===== src/cdq_pkg.sv =====
`default_nettype none

package cdq_pkg;

  typedef enum logic [1:0] {
    CMD_PUSH_FRONT = 2'd0,
    CMD_PUSH_REAR  = 2'd1,
    CMD_POP_FRONT  = 2'd2,
    CMD_POP_REAR   = 2'd3
  } cdq_cmd_t;

  localparam logic [1:0] ST_DONE      = 2'd0;
  localparam logic [1:0] ST_FULL_REJ  = 2'd1;
  localparam logic [1:0] ST_EMPTY_REJ = 2'd2;

  localparam int unsigned FIELD_W = 32;
  localparam int unsigned CFG_W   = 5;

  typedef enum logic [3:0] {
    S_IDLE  = 4'b0001,
    S_EXEC  = 4'b0010,
    S_LOOK  = 4'b0100,
    S_FETCH = 4'b1000
  } cdq_state_t;

  typedef struct packed {
    logic take;
    logic exec;
    logic look;
    logic load;
  } cdq_ctl_t;

endpackage

`default_nettype wire


===== src/cdq_ctrl.sv =====
`default_nettype none

module cdq_ctrl
  import cdq_pkg::*;
(
  input  wire logic     clk,
  input  wire logic     rst_n,
  input  wire logic     in_valid,
  output logic          in_ready,
  output logic          out_valid,
  input  wire logic     out_ready,
  output cdq_ctl_t      ctl
);

  cdq_state_t state_r, state_nxt;
  logic       out_valid_r, out_valid_nxt;

  always_comb begin
    in_ready = (state_r == S_IDLE);
    ctl.take = in_valid && (state_r == S_IDLE);
    ctl.exec = (state_r == S_EXEC);
    ctl.look = (state_r == S_LOOK);
    ctl.load = (state_r == S_FETCH) && (!out_valid_r || out_ready);
  end

  always_comb begin
    state_nxt = state_r;
    unique case (state_r)
      S_IDLE:  if (ctl.take) state_nxt = S_EXEC;
      S_EXEC:  state_nxt = S_LOOK;
      S_LOOK:  state_nxt = S_FETCH;
      S_FETCH: if (ctl.load) state_nxt = S_IDLE;
      default: state_nxt = S_IDLE;
    endcase
  end

  always_comb begin
    out_valid_nxt = out_valid_r;
    priority if (ctl.load) begin
      out_valid_nxt = 1'b1;
    end else if (out_ready) begin
      out_valid_nxt = 1'b0;
    end else begin
      out_valid_nxt = out_valid_r;
    end
  end

  always_ff @(posedge clk) begin
    if (!rst_n) begin
      state_r     <= S_IDLE;
      out_valid_r <= 1'b0;
    end else begin
      state_r     <= state_nxt;
      out_valid_r <= out_valid_nxt;
    end
  end

  assign out_valid = out_valid_r;

endmodule

`default_nettype wire


===== src/cdq_dp.sv =====
`default_nettype none

module cdq_dp
  import cdq_pkg::*;
#(
  parameter int unsigned DEPTH      = 16,
  parameter int unsigned DATA_WIDTH = 32
) (
  input  wire logic                       clk,
  input  wire logic                       rst_n,
  input  wire cdq_ctl_t                   ctl,
  input  wire logic [1:0]                 in_command,
  input  wire logic signed [FIELD_W-1:0]  in_data_in,
  input  wire logic                       cfg_wr_en,
  input  wire logic [CFG_W-1:0]           cfg_wr_data,
  output logic [1:0]                      out_status,
  output logic signed [FIELD_W-1:0]       out_popped_value,
  output logic signed [FIELD_W-1:0]       out_front_value,
  output logic signed [FIELD_W-1:0]       out_rear_value,
  output logic                            out_is_empty,
  output logic                            out_is_full
);

  localparam int unsigned IDX_W = (DEPTH > 1) ? $clog2(DEPTH) : 1;
  localparam int unsigned CAP_W = $clog2(DEPTH + 1);

  logic [DATA_WIDTH-1:0] mem [DEPTH];

  cdq_cmd_t              cmd_r;
  logic [DATA_WIDTH-1:0] din_r;
  logic [IDX_W-1:0]      front_r, front_nxt;
  logic [IDX_W-1:0]      rear_r, rear_nxt;
  logic                  empty_r, empty_nxt;
  logic [CAP_W-1:0]      cap_r, cap_nxt;
  logic [1:0]            status_r, status_nxt;
  logic                  pop_ok_r, pop_ok_nxt;
  logic [DATA_WIDTH-1:0] popped_r;
  logic [DATA_WIDTH-1:0] rd_a_r, rd_b_r;
  logic [IDX_W-1:0]      rd_a_addr;
  logic                  wr_en;
  logic [IDX_W-1:0]      wr_addr;
  logic                  full_now;
  logic [63:0]           din_wide;

  function automatic logic [IDX_W-1:0] wrap_inc(logic [IDX_W-1:0] i, logic [CAP_W-1:0] cap);
    logic [IDX_W:0] s;
    s = {1'b0, i} + 1'b1;
    return (s >= (IDX_W + 1)'(cap)) ? '0 : s[IDX_W-1:0];
  endfunction

  function automatic logic [IDX_W-1:0] wrap_dec(logic [IDX_W-1:0] i, logic [CAP_W-1:0] cap);
    logic [CAP_W-1:0] top;
    top = cap - 1'b1;
    return (i == '0) ? IDX_W'(top) : i - 1'b1;
  endfunction

  function automatic logic [FIELD_W-1:0] to_field(logic [DATA_WIDTH-1:0] w);
    logic [63:0] t;
    t = 64'(w);
    return t[FIELD_W-1:0];
  endfunction

  assign din_wide = {32'b0, in_data_in};
  assign full_now = !empty_r && (wrap_inc(rear_r, cap_r) == front_r);

  always_comb begin
    cap_nxt = cap_r;
    if (cfg_wr_en && empty_r) begin
      priority if (cfg_wr_data == '0) begin
        cap_nxt = CAP_W'(1);
      end else if (32'(cfg_wr_data) > DEPTH) begin
        cap_nxt = CAP_W'(DEPTH);
      end else begin
        cap_nxt = CAP_W'(cfg_wr_data);
      end
    end
  end

  always_comb begin
    front_nxt  = front_r;
    rear_nxt   = rear_r;
    empty_nxt  = empty_r;
    status_nxt = status_r;
    pop_ok_nxt = pop_ok_r;
    wr_en      = 1'b0;
    wr_addr    = '0;
    if (ctl.exec) begin
      status_nxt = ST_DONE;
      pop_ok_nxt = 1'b0;
      unique case (cmd_r)
        CMD_PUSH_FRONT, CMD_PUSH_REAR: begin
          priority if (full_now) begin
            status_nxt = ST_FULL_REJ;
          end else if (empty_r) begin
            front_nxt = '0;
            rear_nxt  = '0;
            empty_nxt = 1'b0;
            wr_en     = 1'b1;
            wr_addr   = '0;
          end else if (cmd_r == CMD_PUSH_FRONT) begin
            front_nxt = wrap_dec(front_r, cap_r);
            wr_en     = 1'b1;
            wr_addr   = front_nxt;
          end else begin
            rear_nxt = wrap_inc(rear_r, cap_r);
            wr_en    = 1'b1;
            wr_addr  = rear_nxt;
          end
        end
        CMD_POP_FRONT, CMD_POP_REAR: begin
          priority if (empty_r) begin
            status_nxt = ST_EMPTY_REJ;
          end else begin
            pop_ok_nxt = 1'b1;
            priority if (front_r == rear_r) begin
              empty_nxt = 1'b1;
            end else if (cmd_r == CMD_POP_FRONT) begin
              front_nxt = wrap_inc(front_r, cap_r);
            end else begin
              rear_nxt = wrap_dec(rear_r, cap_r);
            end
          end
        end
        default: status_nxt = ST_DONE;
      endcase
    end
  end

  assign rd_a_addr = (ctl.exec && cmd_r == CMD_POP_REAR) ? rear_r : front_r;

  always_ff @(posedge clk) begin
    if (wr_en) begin
      mem[wr_addr] <= din_r;
    end
    rd_a_r <= mem[rd_a_addr];
    rd_b_r <= mem[rear_r];
  end

  always_ff @(posedge clk) begin
    if (!rst_n) begin
      front_r <= '0;
      rear_r  <= '0;
      empty_r <= 1'b1;
      cap_r   <= CAP_W'(DEPTH);
    end else begin
      front_r <= front_nxt;
      rear_r  <= rear_nxt;
      empty_r <= empty_nxt;
      cap_r   <= cap_nxt;
    end
  end

  always_ff @(posedge clk) begin
    status_r <= status_nxt;
    pop_ok_r <= pop_ok_nxt;
    if (ctl.take) begin
      cmd_r <= cdq_cmd_t'(in_command);
      din_r <= din_wide[DATA_WIDTH-1:0];
    end
    if (ctl.look) begin
      popped_r <= pop_ok_r ? rd_a_r : '0;
    end
    if (ctl.load) begin
      out_status       <= status_r;
      out_popped_value <= to_field(popped_r);
      out_front_value  <= empty_r ? '1 : to_field(rd_a_r);
      out_rear_value   <= empty_r ? '1 : to_field(rd_b_r);
      out_is_empty     <= empty_r;
      out_is_full      <= full_now;
    end
  end

endmodule

`default_nettype wire


===== src/circular_double_ended_queue.sv =====
// An accepted command steps through the execute, lookup and fetch states and waits in
// fetch until any earlier result is taken. One command at a time, set by the sequencer
//   stepping the registered read ports; a new one is taken while a result waits.
// Reset (synchronous, rst_n low): deque empty, indices zero, capacity DEPTH, no result.
// Slot contents are not cleared; only written slots reach the outputs.
`default_nettype none

module circular_double_ended_queue
  import cdq_pkg::*;
#(
  parameter int unsigned DEPTH      = 16,
  parameter int unsigned DATA_WIDTH = 32
) (
  input  wire logic                       clk,
  input  wire logic                       rst_n,
  input  wire logic                       in_valid,
  output logic                            in_ready,
  input  wire logic [1:0]                 in_command,
  input  wire logic signed [FIELD_W-1:0]  in_data_in,
  output logic                            out_valid,
  input  wire logic                       out_ready,
  output logic [1:0]                      out_status,
  output logic signed [FIELD_W-1:0]       out_popped_value,
  output logic signed [FIELD_W-1:0]       out_front_value,
  output logic signed [FIELD_W-1:0]       out_rear_value,
  output logic                            out_is_empty,
  output logic                            out_is_full,
  input  wire logic                       cfg_wr_en,
  input  wire logic [CFG_W-1:0]           cfg_wr_data
);

  cdq_ctl_t ctl;

  cdq_ctrl u_ctrl (
    .clk       (clk),
    .rst_n     (rst_n),
    .in_valid  (in_valid),
    .in_ready  (in_ready),
    .out_valid (out_valid),
    .out_ready (out_ready),
    .ctl       (ctl)
  );

  cdq_dp #(
    .DEPTH      (DEPTH),
    .DATA_WIDTH (DATA_WIDTH)
  ) u_dp (
    .clk              (clk),
    .rst_n            (rst_n),
    .ctl              (ctl),
    .in_command       (in_command),
    .in_data_in       (in_data_in),
    .cfg_wr_en        (cfg_wr_en),
    .cfg_wr_data      (cfg_wr_data),
    .out_status       (out_status),
    .out_popped_value (out_popped_value),
    .out_front_value  (out_front_value),
    .out_rear_value   (out_rear_value),
    .out_is_empty     (out_is_empty),
    .out_is_full      (out_is_full)
  );

endmodule

`default_nettype wire


===== config.mk =====
export PLATFORM = sky130hd
export DESIGN_NAME = circular_double_ended_queue
export DESIGN_NICKNAME = d
export VERILOG_FILES = /design/src/cdq_pkg.sv /design/src/cdq_ctrl.sv /design/src/cdq_dp.sv /design/src/circular_double_ended_queue.sv
export SDC_FILE = /design/constraint.sdc
export NUM_CORES = 1
export LEC_CHECK = 0
export BUFFER_PORTS_ARGS = -buffer_cell sky130_fd_sc_hd__buf_2
export CORE_MARGIN = 3
export CORE_UTILIZATION = 40
export DETAILED_ROUTE_END_ITERATION = 10
export PLACE_DENSITY = 0.6
export SLEW_MARGIN = 10
export SYNTH_ARGS = -nofsm -noshare
export SYNTH_HDL_FRONTEND = slang
export SYNTH_SLANG_ARGS = --single-unit
export TNS_END_PERCENT = 5

===== constraint.sdc =====
create_clock -name clk -period 14.8 [get_ports clk]
set_input_delay 2.96 -clock clk [delete_from_list [all_inputs] [get_ports clk]]
set_output_delay 2.96 -clock clk [all_outputs]
set_load 0.005 [all_outputs]

=== Yosys cells after proc, flatten, opt, wreduce, memory -nomap -nowiden ===
Memories as Yosys holds them, arrays and structs flattened. A register that Yosys moved wholly into a read port is not among the register bits.
Index checks and enable logic that the tools add are counted.

* Logic and storage cells: 107
* Memory bits (writable): 512
* Output and inout port bits: 102
* Memories: 1
* Bits of input ports: 44
* Flip-flop bits (word level): 188

* Add/subtract/negate cells: 5
* Reduce and logical (&&, ||, !) cells: 19
* Order comparisons: 3
* Multiplexer cells: 44
* Equal/unequal tests: 18

{| class="wikitable"
|+ Memory list
! memory !! words !! bits a word !! read ports !! clocked after Yosys merged registers in !! write ports !! line !! RTL
|-
| u_dp.mem || 16 || 32 || 2 || 2 || 1 || cdq_dp.sv:27 || <nowiki>logic [DATA_WIDTH-1:0] mem [DEPTH];</nowiki>
|}

{| class="wikitable"
|+ Operator list
! cell !! number
|-
| 4-bit 2-to-1 mux || 24
|-
| 4-bit case mux with 2 select lines || 2
|-
| 4-bit case mux with 4 select lines || 1
|-
| 1-bit 2-to-1 mux || 12
|-
| 6-bit AND reduction || 2
|-
| 4-bit by 1-bit subtractor with 4-bit output (second input constant) || 3
|-
| 4-bit by 1-bit adder with 5-bit output (second input constant) || 2
|-
| 5-bit greater-or-equal comparator || 2
|-
| 5-bit 2-to-1 mux || 2
|-
| 2-bit != test (second input constant) || 5
|-
| 4-bit == test || 2
|-
| 4-bit logical NOT || 2
|-
| 5-bit greater-than comparator (second input constant) || 1
|-
| 1-bit logical AND || 5
|-
| 5-bit logical NOT || 1
|-
| 2-bit == test (second input constant) || 2
|-
| 4-bit by 1-bit == test with 1-bit output (second input constant) || 1
|-
| 4-bit by 2-bit == test with 1-bit output (second input constant) || 1
|-
| 4-bit by 3-bit == test with 1-bit output (second input constant) || 1
|-
| 4-bit == test (second input constant) || 1
|-
| 2-bit by 1-bit != test with 1-bit output (second input constant) || 2
|-
| 2-bit case mux with 2 select lines || 1
|-
| 2-bit AND reduction || 2
|-
| 2-bit OR reduction || 2
|-
| 9 further kinds || 10
|}

=== Longest topological paths before layout ===
Gate-level depths: netlist (run 1).

* Word-level depth: 10
* Gate-level depth with buffers: 14
* Mapped depth without buffers: 11

=== By module ===
Synthesis (run 1) repeated with hierarchy kept, for this count alone.

* Cells, all modules: 2249
* Area, all modules: 32768.9 um^2

{| class="wikitable"
|+ By module, submodules not included
! module !! seq. area each (um^2) !! times used !! cells an instance !! area an instance (um^2)
|-
| cdq_dp || 22011.1 || 1 || 2220 || 32468.6
|-
| cdq_ctrl || 100.1 || 1 || 29 || 300.3
|}

=== Worst setup path after synthesis (run 1) ===
Ideal clock, no wire load.

* Path kind: in2reg
* From: input out_ready
* To: register u_dp.out_front_value[0], enable pin
* Cell stages on the path: 2
* Setup slack: 6.773 ns
* Buffers on the path: 0
* Library setup time: 0.572 ns
* Data arrival time: 7.455 ns
* Cell sequence: nor2b_1 -> nor2b_1

{| class="wikitable"
|+ RTL lines
! item !! line !! RTL
|-
| start: declaration || circular_double_ended_queue.sv:21 || <nowiki>input wire logic out_ready,</nowiki>
|-
| end signal: assignment || cdq_dp.sv:166 || <nowiki>out_front_value <= empty_r ? '1 : to_field(rd_a_r);</nowiki>
|-
| end: declaration || cdq_dp.sv:18 || <nowiki>output logic signed [FIELD_W-1:0] out_front_value,</nowiki>
|}

=== Worst setup path after layout (run 1) ===
* From: register u_dp.rear_r[0]
* To: memory u_dp.mem[10][1], enable pin

* Cells in the longest elaborated chain, start to end: 10
* Elaborated cells on any way between the ends: 15
* Those cells by class: add/sub (1); order compare (1); eq/ne (1); mux (11); reduce/logical (1)

{| class="wikitable"
|+ Ends and longest elaborated chain
! item !! line !! RTL
|-
| start: declaration || cdq_dp.sv:32 || <nowiki>logic [IDX_W-1:0] rear_r, rear_nxt;</nowiki>
|-
| start signal: assignment || cdq_dp.sv:147 || <nowiki>rear_r <= rear_nxt;</nowiki>
|-
| 4-bit by 1-bit adder with 5-bit output (*) || cdq_dp.sv:47 || <nowiki>s = {1'b0, i} + 1'b1;</nowiki>
|-
| 5-bit greater-or-equal comparator || cdq_dp.sv:48 || <nowiki>return (s >= (IDX_W + 1)'(cap)) ? '0 : s[IDX_W-1:0];</nowiki>
|-
| 4-bit 2-to-1 mux (*) || cdq_dp.sv:48 ||
|-
| 4-bit == test || cdq_dp.sv:64 || <nowiki>assign full_now = !empty_r && (wrap_inc(rear_r, cap_r) == front_r);</nowiki>
|-
| 1-bit logical AND || cdq_dp.sv:64 ||
|-
| 1-bit 2-to-1 mux || cdq_dp.sv:92 || <nowiki>priority if (full_now) begin</nowiki>
|-
| 1-bit 2-to-1 mux || cdq_dp.sv:90 || <nowiki>unique case (cmd_r)</nowiki>
|-
| 1-bit 2-to-1 mux || cdq_dp.sv:87 || <nowiki>if (ctl.exec) begin</nowiki>
|-
| 1-bit 2-to-1 mux || cdq_dp.sv:132 || <nowiki>if (wr_en) begin</nowiki>
|-
| 1-bit 2-to-1 mux (implied by the code) || cdq_dp.sv:133 || <nowiki>mem[wr_addr] <= din_r;</nowiki>
|-
| end: declaration || cdq_dp.sv:27 ||
|}

Mark *: on every way between the ends. The rest lies on a longest branch, timed or not.

==> results of run 1 <==
worst register-to-register path, stage by stage (launching register included):
cell,delay [ns]
dfxtp_4,0.57
buf_4,0.87
ha_1,0.38
xnor2_1,0.23
inv_1,0.10
ha_1,0.32
nand4_1,0.10
o221ai_1,0.74
nor2_1,0.15
xnor2_1,0.21
and4_1,0.34
or4_1,0.77
nor2_4,0.75
buf_4,0.45
cells in the mapped netlist, types with 4 or more instances:
cell type	n
nor2b_1	5
o31ai_1	5
a21oi_1	24
o2111ai_1	11
nor3b_1	5
dfxtp_1	83
buf_4	7
clkbuf_1	64
mux2i_1	54
nand2b_1	7
nor3_1	11
buf_2	23
xor2_1	7
o21ai_0	20
and2_1	34
a22oi_1	19
nand3_1	151
mux4_2	218
xnor2_1	4
buf_1	27
nor2_1	33
nor4_1	5
inv_1	18
ha_1	15
o211ai_1	4
edfxtp_1	681
a32oi_1	14
nand2_1	275
or2_2	64
and3_1	5
worst max path at each step:
stage	start	to	slack, ns	cells after the start
finish	u_dp.rear_r[0]$_SDFFE_PN0P_	u_dp.mem[10][1]$_DFFE_PP_	8.49	13
global route	u_dp.rear_r[0]$_SDFFE_PN0P_	u_dp.mem[10][1]$_DFFE_PP_	8.03	13
CTS	u_dp.rear_r[0]$_SDFFE_PN0P_	u_dp.mem[10][1]$_DFFE_PP_	8.41	13
detailed placement	u_dp.rear_r[0]$_SDFFE_PN0P_	u_dp.mem[10][4]$_DFFE_PP_	8.43	13
global placement	u_dp.rear_r[0]$_SDFFE_PN0P_	u_dp.mem[10][11]$_DFFE_PP_	8.68	13
floorplan	out_ready	u_dp.out_front_value[0]$_SDFFCE_PP1P_	6.77	2
logic make-up after synthesis:
kind of cell / share of synthesized area
AO/OA/AOI/OAI: 0.0272
XOR/XNOR: 0.00298
adder cells (fa/ha/maj): 0.00581
buffers and inverters: 0.0202
flip-flops: 0.685
multiplexers: 0.169
AND/OR/NAND/NOR: 0.0900
sequential cells by signal, indices dropped and copies added, names as in the netlist:
| signal | count |
|---|---|
| u_dp.rd_b_r | 32 |
| u_dp.mem | 512 |
| u_dp.empty_r | 1 |
| u_dp.popped_r | 32 |
| u_dp.pop_ok_r | 1 |
| u_dp.out_status | 2 |
| u_dp.front_r | 4 |
| u_ctrl.state_r | 4 |
| u_ctrl.out_valid | 1 |
| u_dp.cmd_r | 2 |
| u_dp.out_popped_value | 32 |
| u_dp.out_front_value | 32 |
| u_dp.out_rear_value | 32 |
| u_dp.din_r | 32 |
| u_dp.status_r | 2 |
| u_dp.rear_r | 4 |
| u_dp.out_is_full | 1 |
| u_dp.out_is_empty | 1 |
| u_dp.rd_a_r | 32 |
| u_dp.cap_r | 5 |
where the power goes:
| group | internal [W] | total [W] | switching (W) |
|---|---|---|---|
| sequential | 0.00237 | 0.00242 | 0.0000430 |
| clock | 0.00120 | 0.00203 | 0.000831 |
| combinational | 0.0000417 | 0.000100 | 0.0000587 |
metal layers:
layer  routed length [um]  part of all wire  track usage  vias up
met5                   13           0.00016            0        -
met1                34700              0.41        0.274     9410
met4                 2200             0.026       0.0642        2
li1                     -                 -            -     7944
met3                 7200             0.086       0.0386      143
met2                39600              0.47        0.311      890
area by class of cell:
cell class,count,share of cell area
diodes,2,0.000136
flip-flops and latches,764,0.599
clock buffers,94,0.0570
inverters,19,0.00200
clock inverters,51,0.0149
multi-input cells,1038,0.263
repair buffers,188,0.0284
well taps,1050,0.0356
stage by stage:
step / worst slack (ns) / hold WS (ns) / utilization
2_1_floorplan: 6.77 / 0.400 / -
3_3_place_gp: 8.68 / 0.405 / 0.431
3_5_place_dp: 8.43 / 0.405 / 0.431
4_1_cts: 8.41 / 0.419 / 0.464
5_1_grt: 8.03 / 0.424 / 0.464
6_report: 8.49 / 0.416 / 0.464
==> results.yml, run 1 <==
run_status:
  status: "finished clean"
grt:
  grt_pass1_vias: 18800
  grt_overflow: 0
  antenna_found_initial: 2
  grt_usage: 0.196
  grt_pass1_wl_mm: 125
  grt_max_degree: 76
clock_network:
  cts_sinks: 764
  cts_setup_buffers: 0
  htree_levels: 3
  cts.clk_slew.worst_paths_ns: 0.06
  cts_resized: 0
  clock_latency_ns: 0.62
  clock_path_buffers: 3
  cts_root_buffer: "clkbuf_16"
  cts_hold_buf: 0
  cts-buffers-inserted: 79
  cts_tree: "done"
timing:
  slew_viol_final: 0
  setup_viol: 0
  fin_crit_sh: 0.427
  worst_slew_pin_slew_ns: 1.28
  max_freq_mhz: 158
  hold_violations: 0
  fin_crit_ns: 6.31
  slew_headroom: 0.146
  fin_tns_setup_ns: 0
  rsz0062_at_grt: "false"
  skew_ns: 0.0194
drt:
  viasPerCell: 5.74
  via_count: 18400
  wl_per_cell_um: 26.1
  first_pass_iters: 6
  drt-total-wl_mm: 83.6
  first_iter_violations: 1964
  postRouteAntennaNets: 0
  drc: 0
synthesis:
  synth_edf_count: 681
  ys_types: 62
  avgSynthCellArea_um2: 16.6
  synthFlopType: "edfxtp_1"
  netlist_top_cells_area: "edfxtp_1, mux4_2, dfxtp_1"
  netlist_instances: 1947
  yosys_warnings: 0
  synth.net_count: 2006
  synth_top_area_share: 0.633
  async_flop_share: 0
  synthesis.area_mm2: 0.0323
  synth_largest_area_cell: "edfxtp_1"
  synth_seq_cells: 764
  yosysSeqAreaShare: 0.685
final_layout:
  drive_above_1_share: 0.295
  nNetsFinal: 2149
  final_cell_mix: "edfxtp_1, nand2_1, mux4_2, nand3_1, buf_2"
  regArea_mm2: 0.0221
  nFillCells: 6684
  fin_cells: 3206
  layout_commonest_cell: "edfxtp_1"
  area_growth_pct: 14.3
  fin_area_mm2: 0.0369
  multi_input_area_mm2: 0.00971
worst_hold_path:
  worstHoldStart: "u_dp.popped_r[10]$_SDFFCE_PN0P_"
  min_to: "u_dp.out_popped_value[10]$_DFFE_PP_"
  holdCritPathClass: "reg2reg"
  min_path_cells: 0
floorplanning:
  io_pins: 146
  die_width_um: 290
  core-area_mm2: 0.0795
  rows: 103
  dieArea_mm2: 0.0842
  dieHeight_um: 290
  initial_core_util: 0.406
setup_path:
  max_stage_delay_ns: 0.86
  critPathArrivalTime_ns: 6.59
  crit_path_max_fanout: 51
  worstRegToRegCells: 13
  worstSetupPathType: "reg2reg"
  slowest_stage: "buf_4"
  r2r_start: "u_dp.rear_r[0]$_SDFFE_PN0P_"
  start_kind: "flip-flop"
  worst_ep_required_time_ns: 15.08
  crit_family: "simple AND/OR/NAND/NOR gates"
  worstReg2RegEnd: "u_dp.mem[10][1]$_DFFE_PP_"
  rrSetupSlack_ns: 8.49
  crit_chain: "buf_4, ha_1, xnor2_1, inv_1, ha_1, nand4_1, o221ai_1, nor2_1, xnor2_1, and4_1, or4_1, nor2_4, buf_4"
  endpoint_kind: "flip-flop"
  crit_buf_inv: 3
pwr:
  ir_drop_mv: 0.0780
  p_leak_nw: 11.7
  power_density_mw_per_mm2: 123
  power_w: 0.00454
run:
  drv_cap: 0
placed_design:
  placed_area_mm2: 0.0343
  routabilityCongestion: 0.859
  dpl.hpwl_mm: 50.2
  placed_cells: 3059
  io_buffer_count: 145
Note: power is estimated with default switching activity, not from simulation.
==> inputs of run 2 (changes only) <==
- PLACE_DENSITY: 0.6 -> 0.62
- clock period: 14.8 -> 5.3 ns (I/O delays scaled with it)
==> run 2 against run 1 <==
  * Via count up 0.34%
  * Setup slack worse by 7.8 ns
  * Core utilization up 0.44 points
  * Sequential share of layout area down 0.56 points
  * Clock-buffer cell count up 17
  * Combinational power rose to 2.9 times the previous value
  * Clock power rose to 2.7 times the previous value
  * Register-to-register slack worse by 7.8 ns
==> results.yml, run 2 (synthesis results as in run 1) <==
clock_network:
  cts_sinks: 764
  cts_hold_buf: 0
  clock_path_buffers: 3
  cts_setup_buffers: 0
  clock_latency_ns: 0.64
  cts-buffers-inserted: 79
  cts.clk_slew.worst_paths_ns: 0.06
  cts_tree: "done"
  cts_resized: 0
  htree_levels: 3
  cts_root_buffer: "clkbuf_16"
grt:
  grt_overflow: 0
  grt_pass1_wl_mm: 123
  grt_pass1_vias: 18900
  grt_max_degree: 75
  grt_usage: 0.193
  antenna_found_initial: 6
floorplanning:
  rows: 103
  initial_core_util: 0.406
  dieArea_mm2: 0.0842
  dieHeight_um: 290
  io_pins: 146
  core-area_mm2: 0.0795
  die_width_um: 290
timing:
  rsz0062_at_grt: "false"
  max_freq_mhz: 218
  slew_viol_final: 0
  fin_hold_ws_ns: 0.415
  slew_headroom: 0.132
  setup_viol: 0
  setup_slack_ns: 0.719
  fin_crit_ns: 4.58
  hold_violations: 0
  worst_slew_pin_slew_ns: 1.30
  fin_crit_sh: 0.864
  skew_ns: 0.0324
worst_hold_path:
  holdCritPathClass: "reg2reg"
drt:
  drt-total-wl_mm: 82.2
  first_pass_iters: 5
  postRouteAntennaNets: 0
  viasPerCell: 5.71
  drc: 0
  first_iter_violations: 1830
  wl_per_cell_um: 25.4
  via_count: 18500
setup_path:
  crit_family: "simple AND/OR/NAND/NOR gates"
  crit_chain: "ha_1, xnor2_1, inv_1, ha_1, nand4_1, o221ai_1, o21ai_0, nor4b_1, and4_1, or4_1, nor2_4, buf_4"
  crit_top_cell: "ha_1"
  worst_ep_required_time_ns: 5.59
  crit_path_max_fanout: 15
  start_kind: "flip-flop"
  endpoint_kind: "flip-flop"
  critPathArrivalTime_ns: 4.87
  max_stage_delay_ns: 0.77
  slowest_stage: "o221ai_1"
  crit_buf_inv: 2
  worstSetupPathType: "reg2reg"
pwr:
  ir_drop_mv: 0.201
  p_leak_nw: 11.8
  power_w: 0.0126
  power_density_mw_per_mm2: 338
run:
  drv_cap: 0
final_layout:
  regMostFlops: "u_dp.mem"
  layout_commonest_cell: "edfxtp_1"
  post-route-util: 0.469
  largest_reg_flops: 512
  nNetsFinal: 2177
  area_growth_pct: 15.4
  final_cell_mix: "edfxtp_1, nand2_1, mux4_2, nand3_1, buf_2"
  fin_cells: 3234
  drive_above_1_share: 0.300
  antennaDiodeCount: 0
placed_design:
  pre_cts_ws_ns: 0.849
  dpl.hpwl_mm: 51.8
  routabilityCongestion: 0.816
  io_buffer_count: 145
  placed_cells: 3087
run_status:
  status: "finished clean"
[run 2: final timing paths]
kind	depth (start not counted)	slack (ns)	end	from
worst max-delay path	12	0.72	u_dp.mem[10][23]$_DFFE_PP_	u_dp.rear_r[0]$_SDFFE_PN0P_
worst min-delay path	0	0.42	u_dp.out_popped_value[20]$_DFFE_PP_	u_dp.popped_r[20]$_SDFFCE_PN0P_
worst max register to register	12	0.72	u_dp.mem[10][23]$_DFFE_PP_	u_dp.rear_r[0]$_SDFFE_PN0P_
worst min register to register	0	0.42	u_dp.out_popped_value[20]$_DFFE_PP_	u_dp.popped_r[20]$_SDFFCE_PN0P_
[run 2: layer usage]
| layer | vias to the layer above | global-route usage | share of wire |
|---|---|---|---|
| li1 | 8017 | - | - |
| met1 | 9490 | 0.262 | 0.41 |
| met2 | 789 | 0.317 | 0.49 |
| met3 | 155 | 0.0308 | 0.070 |
| met4 | 0 | 0.0709 | 0.032 |
| met5 | - | 0 | 0 |
[run 2: per-stage QoR]
stage	setup TNS [ns]	area, um^2
3_3_place_gp	0	34700
4_1_cts	0	37300
2_1_floorplan	-188.26	32300
5_1_grt	0	37300
6_report	0	37300
3_5_place_dp	0	34700
[run 2: power by group]
group | switching [W] | leakage [nW] | internal, W | total, W
Clock | 0.00232 | 1.27 | 0.00323 | 0.00556
Combinational | 0.000168 | 3.94 | 0.000119 | 0.000287
Sequential | 0.000113 | 6.63 | 0.00663 | 0.00674
[run 2: layout make-up]
| class | instances | area [um^2] |
|---|---|---|
| multi-input combinational | 1038 | 9710 |
| clock buffer | 111 | 2210 |
| inverter | 19 | 73.8 |
| sequential | 764 | 22100 |
| clock inverter | 36 | 403 |
| fill | 6705 | 42200 |
| timing repair buffer | 216 | 1450 |
| tap | 1050 | 1310 |
==> inputs of run 3 (changes only) <==
- CORE_UTILIZATION: 40 -> 45
- PLACE_DENSITY: 0.62 -> 0.68
- SLEW_MARGIN: 10 -> 20
- SYNTH_HIERARCHICAL: default -> 1
==> run 3 against run 2 <==
  * Area after synthesis is 1.5% higher
  * Critical path depth stayed put
  * Clock power decreased by 3%
  * Flip-flop and latch count unchanged
  * Via count is 8.6% higher
  * Routed wire length down 2.9%
  * Non-clock buffer count shrank 28
  * Largest cell class unchanged
  * Highest routed layer unchanged
==> results.yml, run 3 <==
clock_network:
  cts_root_buffer: "clkbuf_16"
  cts_setup_buffers: 0
  cts-buffers-inserted: 79
  clock_latency_ns: 0.63
  cts_sinks: 764
  clock_path_buffers: 3
  htree_levels: 3
  cts_resized: 0
  cts_hold_buf: 0
  cts_tree: "done"
  cts.clk_slew.worst_paths_ns: 0.07
grt:
  grt_max_degree: 145
  grt_usage: 0.210
  grt_overflow: 0
  grt_pass1_wl_mm: 121
  grt_pass1_vias: 20000
  antenna_found_initial: 3
final_layout:
  regMostFlops: "u_dp/mem"
  final_cell_mix: "edfxtp_1, nand2_1, mux4_2, buf_2, and2_1"
  nNetsFinal: 2424
  post-route-util: 0.516
  fin_area_mm2: 0.0371
  layout_commonest_cell: "edfxtp_1"
  drive_above_1_share: 0.237
  largest_reg_flops: 512
  area_growth_pct: 13.2
timing:
  hold_violations: 0
  fin_hold_ws_ns: 0.418
  slew_headroom: 0.253
  skew_ns: 0.0255
  worst_slew_pin_slew_ns: 1.12
  fin_crit_sh: 0.815
  slew_viol_final: 0
  max_freq_mhz: 232
  rsz0062_at_grt: "false"
  fin_crit_ns: 4.32
  setup_viol: 0
  fin_tns_setup_ns: 0
worst_hold_path:
  holdCritPathClass: "reg2reg"
floorplanning:
  dieHeight_um: 276
  initial_core_util: 0.456
  io_pins: 146
  rows: 98
  die_width_um: 276
  core-area_mm2: 0.0719
  dieArea_mm2: 0.0761
synthesis:
  yosys_warnings: 6
  yosysSeqAreaShare: 0.675
  avgSynthCellArea_um2: 14.6
  ys_types: 72
  synth_edf_count: 681
  netlist_top_cells_area: "edfxtp_1, mux4_2, nand2_1"
  synthFlopType: "edfxtp_1"
  synth_largest_area_cell: "edfxtp_1"
  ys_top_cells_by_count: "edfxtp_1, nand2_1, mux4_2"
  netlist_instances: 2249
  synthesis.area_mm2: 0.0328
  synth_top_area_share: 0.624
  synth.net_count: 2308
  synth_seq_cells: 764
  async_flop_share: 0
  synth_most_common_cell: "edfxtp_1"
drt:
  drc: 0
  via_count: 20000
  top_layer_used: "met4"
  postRouteAntennaNets: 0
  wl_met2_mm: 38.7
  drt-total-wl_mm: 79.8
  first_pass_iters: 6
  met3_length_mm: 6.36
  viasPerCell: 5.92
  first_iter_violations: 1933
  m1WireLength_mm: 32.9
  wl_per_cell_um: 23.6
setup_path:
  worstRegToRegCells: 12
  worstReg2RegEnd: "u_dp/mem[2][4]$_DFFE_PP_"
  cp-endpoint: "u_dp/mem[2][4]$_DFFE_PP_"
  startpoint: "u_dp/rear_r[1]$_SDFFE_PN0P_"
  critPathArrivalTime_ns: 4.56
  worstSetupPathType: "reg2reg"
  crit_path_max_fanout: 32
  rrSetupSlack_ns: 0.98
  start_kind: "flip-flop"
  r2r_start: "u_dp/rear_r[1]$_SDFFE_PN0P_"
  worst_ep_required_time_ns: 5.54
  endpoint_kind: "flip-flop"
run_status:
  status: "finished clean"
pwr:
  p_leak_nw: 12.2
  ir_drop_mv: 0.216
  power_density_mw_per_mm2: 334
placed_design:
  placed_area_mm2: 0.0345
  io_buffer_count: 145
  routabilityCongestion: 0.826
  dpl.hpwl_mm: 47.0
run:
  drv_cap: 0
==> run 3: changes by cell type after synthesis, sizes merged, moves of 18 or more <==
cell    previous run  this run
nand2            275       467
nand3            152        76
a211oi             0        72
and2              34        99
a31oi              0        64
o21ai             22        83
mux4             218       160
mux2i             54         6
o22ai              1        35
a221o              0        32
buf               62        93
a22oi             19         1
==> run 3: critical path: stages, from the launching register on <==
cell and delay, ns:
dfxtp_4 0.63, ha_1 0.31, xnor2_1 0.21, inv_1 0.10, ha_1 0.30, a21oi_1 0.19, o21ai_0 0.20, a21oi_1 0.43
a21oi_1 0.12, nand3_1 0.22, nand4_1 0.44, nor2_4 0.21, buf_4 0.56
==> run 3: logic make-up after synthesis <==
| group | after synthesis | share of synthesized area |
|---|---|---|
| flip-flops | 764 | 0.675 |
| XOR/XNOR | 10 | 0.00290 |
| multiplexers | 166 | 0.112 |
| AND/OR/NAND/NOR | 782 | 0.110 |
| AO/OA/AOI/OAI | 334 | 0.0696 |
| buffers and inverters | 178 | 0.0252 |
| adder cells (fa/ha/maj) | 15 | 0.00573 |
==> run 3: how the worst min path moves through the flow <==
| stage | start | endpoint | slack (ns) | cells after the start |
|---|---|---|---|---|
| after floorplan | u_dp/popped_r[0]$_SDFFCE_PN0P_ | u_dp/out_popped_value[0]$_DFFE_PP_ | 0.40 | 0 |
| after global placement | u_dp/popped_r[21]$_SDFFCE_PN0P_ | u_dp/out_popped_value[21]$_DFFE_PP_ | 0.40 | 0 |
| after detailed placement | u_dp/popped_r[13]$_SDFFCE_PN0P_ | u_dp/out_popped_value[13]$_DFFE_PP_ | 0.40 | 0 |
| after CTS | u_dp/popped_r[13]$_SDFFCE_PN0P_ | u_dp/out_popped_value[13]$_DFFE_PP_ | 0.42 | 0 |
| after global routing | u_dp/popped_r[2]$_SDFFCE_PN0P_ | u_dp/out_popped_value[2]$_DFFE_PP_ | 0.42 | 0 |
| final | u_dp/popped_r[15]$_SDFFCE_PN0P_ | u_dp/out_popped_value[15]$_DFFE_PP_ | 0.42 | 0 |
==> run 3: through the flow <==
step,total power (W),setup WS (ns),cells
3_5_place_dp,0.00713,1.03,3234
5_1_grt,0.0128,0.659,3380
4_1_cts,0.0125,1.00,3380
2_1_floorplan,0.00699,0.863,2249
6_report,0.0124,0.981,3381
3_3_place_gp,0.00711,1.09,3234
==> run 3: metal layers <==
metal,global-route usage,vias to the layer above
met2,0.347,940
met3,0.0295,139
met1,0.289,10100
met5,0,-
met4,0.0654,0
li1,-,8811
==> run 3: layout make-up <==
cell class                 count  area, um^2
fill                        5858       34800
sequential                   764       22100
multi-input combinational   1307       10000
clock buffer                 114        2240
tap                          950        1190
timing repair buffer         188        1140
clock inverter                32         295
inverter                      25        93.8
antenna                        1        2.50
==> run 3: report_power, final <==
part           internal (W)  total (W)  switching (W)
registers           0.00663    0.00674       0.000113
logic              0.000110   0.000258       0.000148
clock network       0.00311    0.00538        0.00227
total               0.00985     0.0124        0.00253
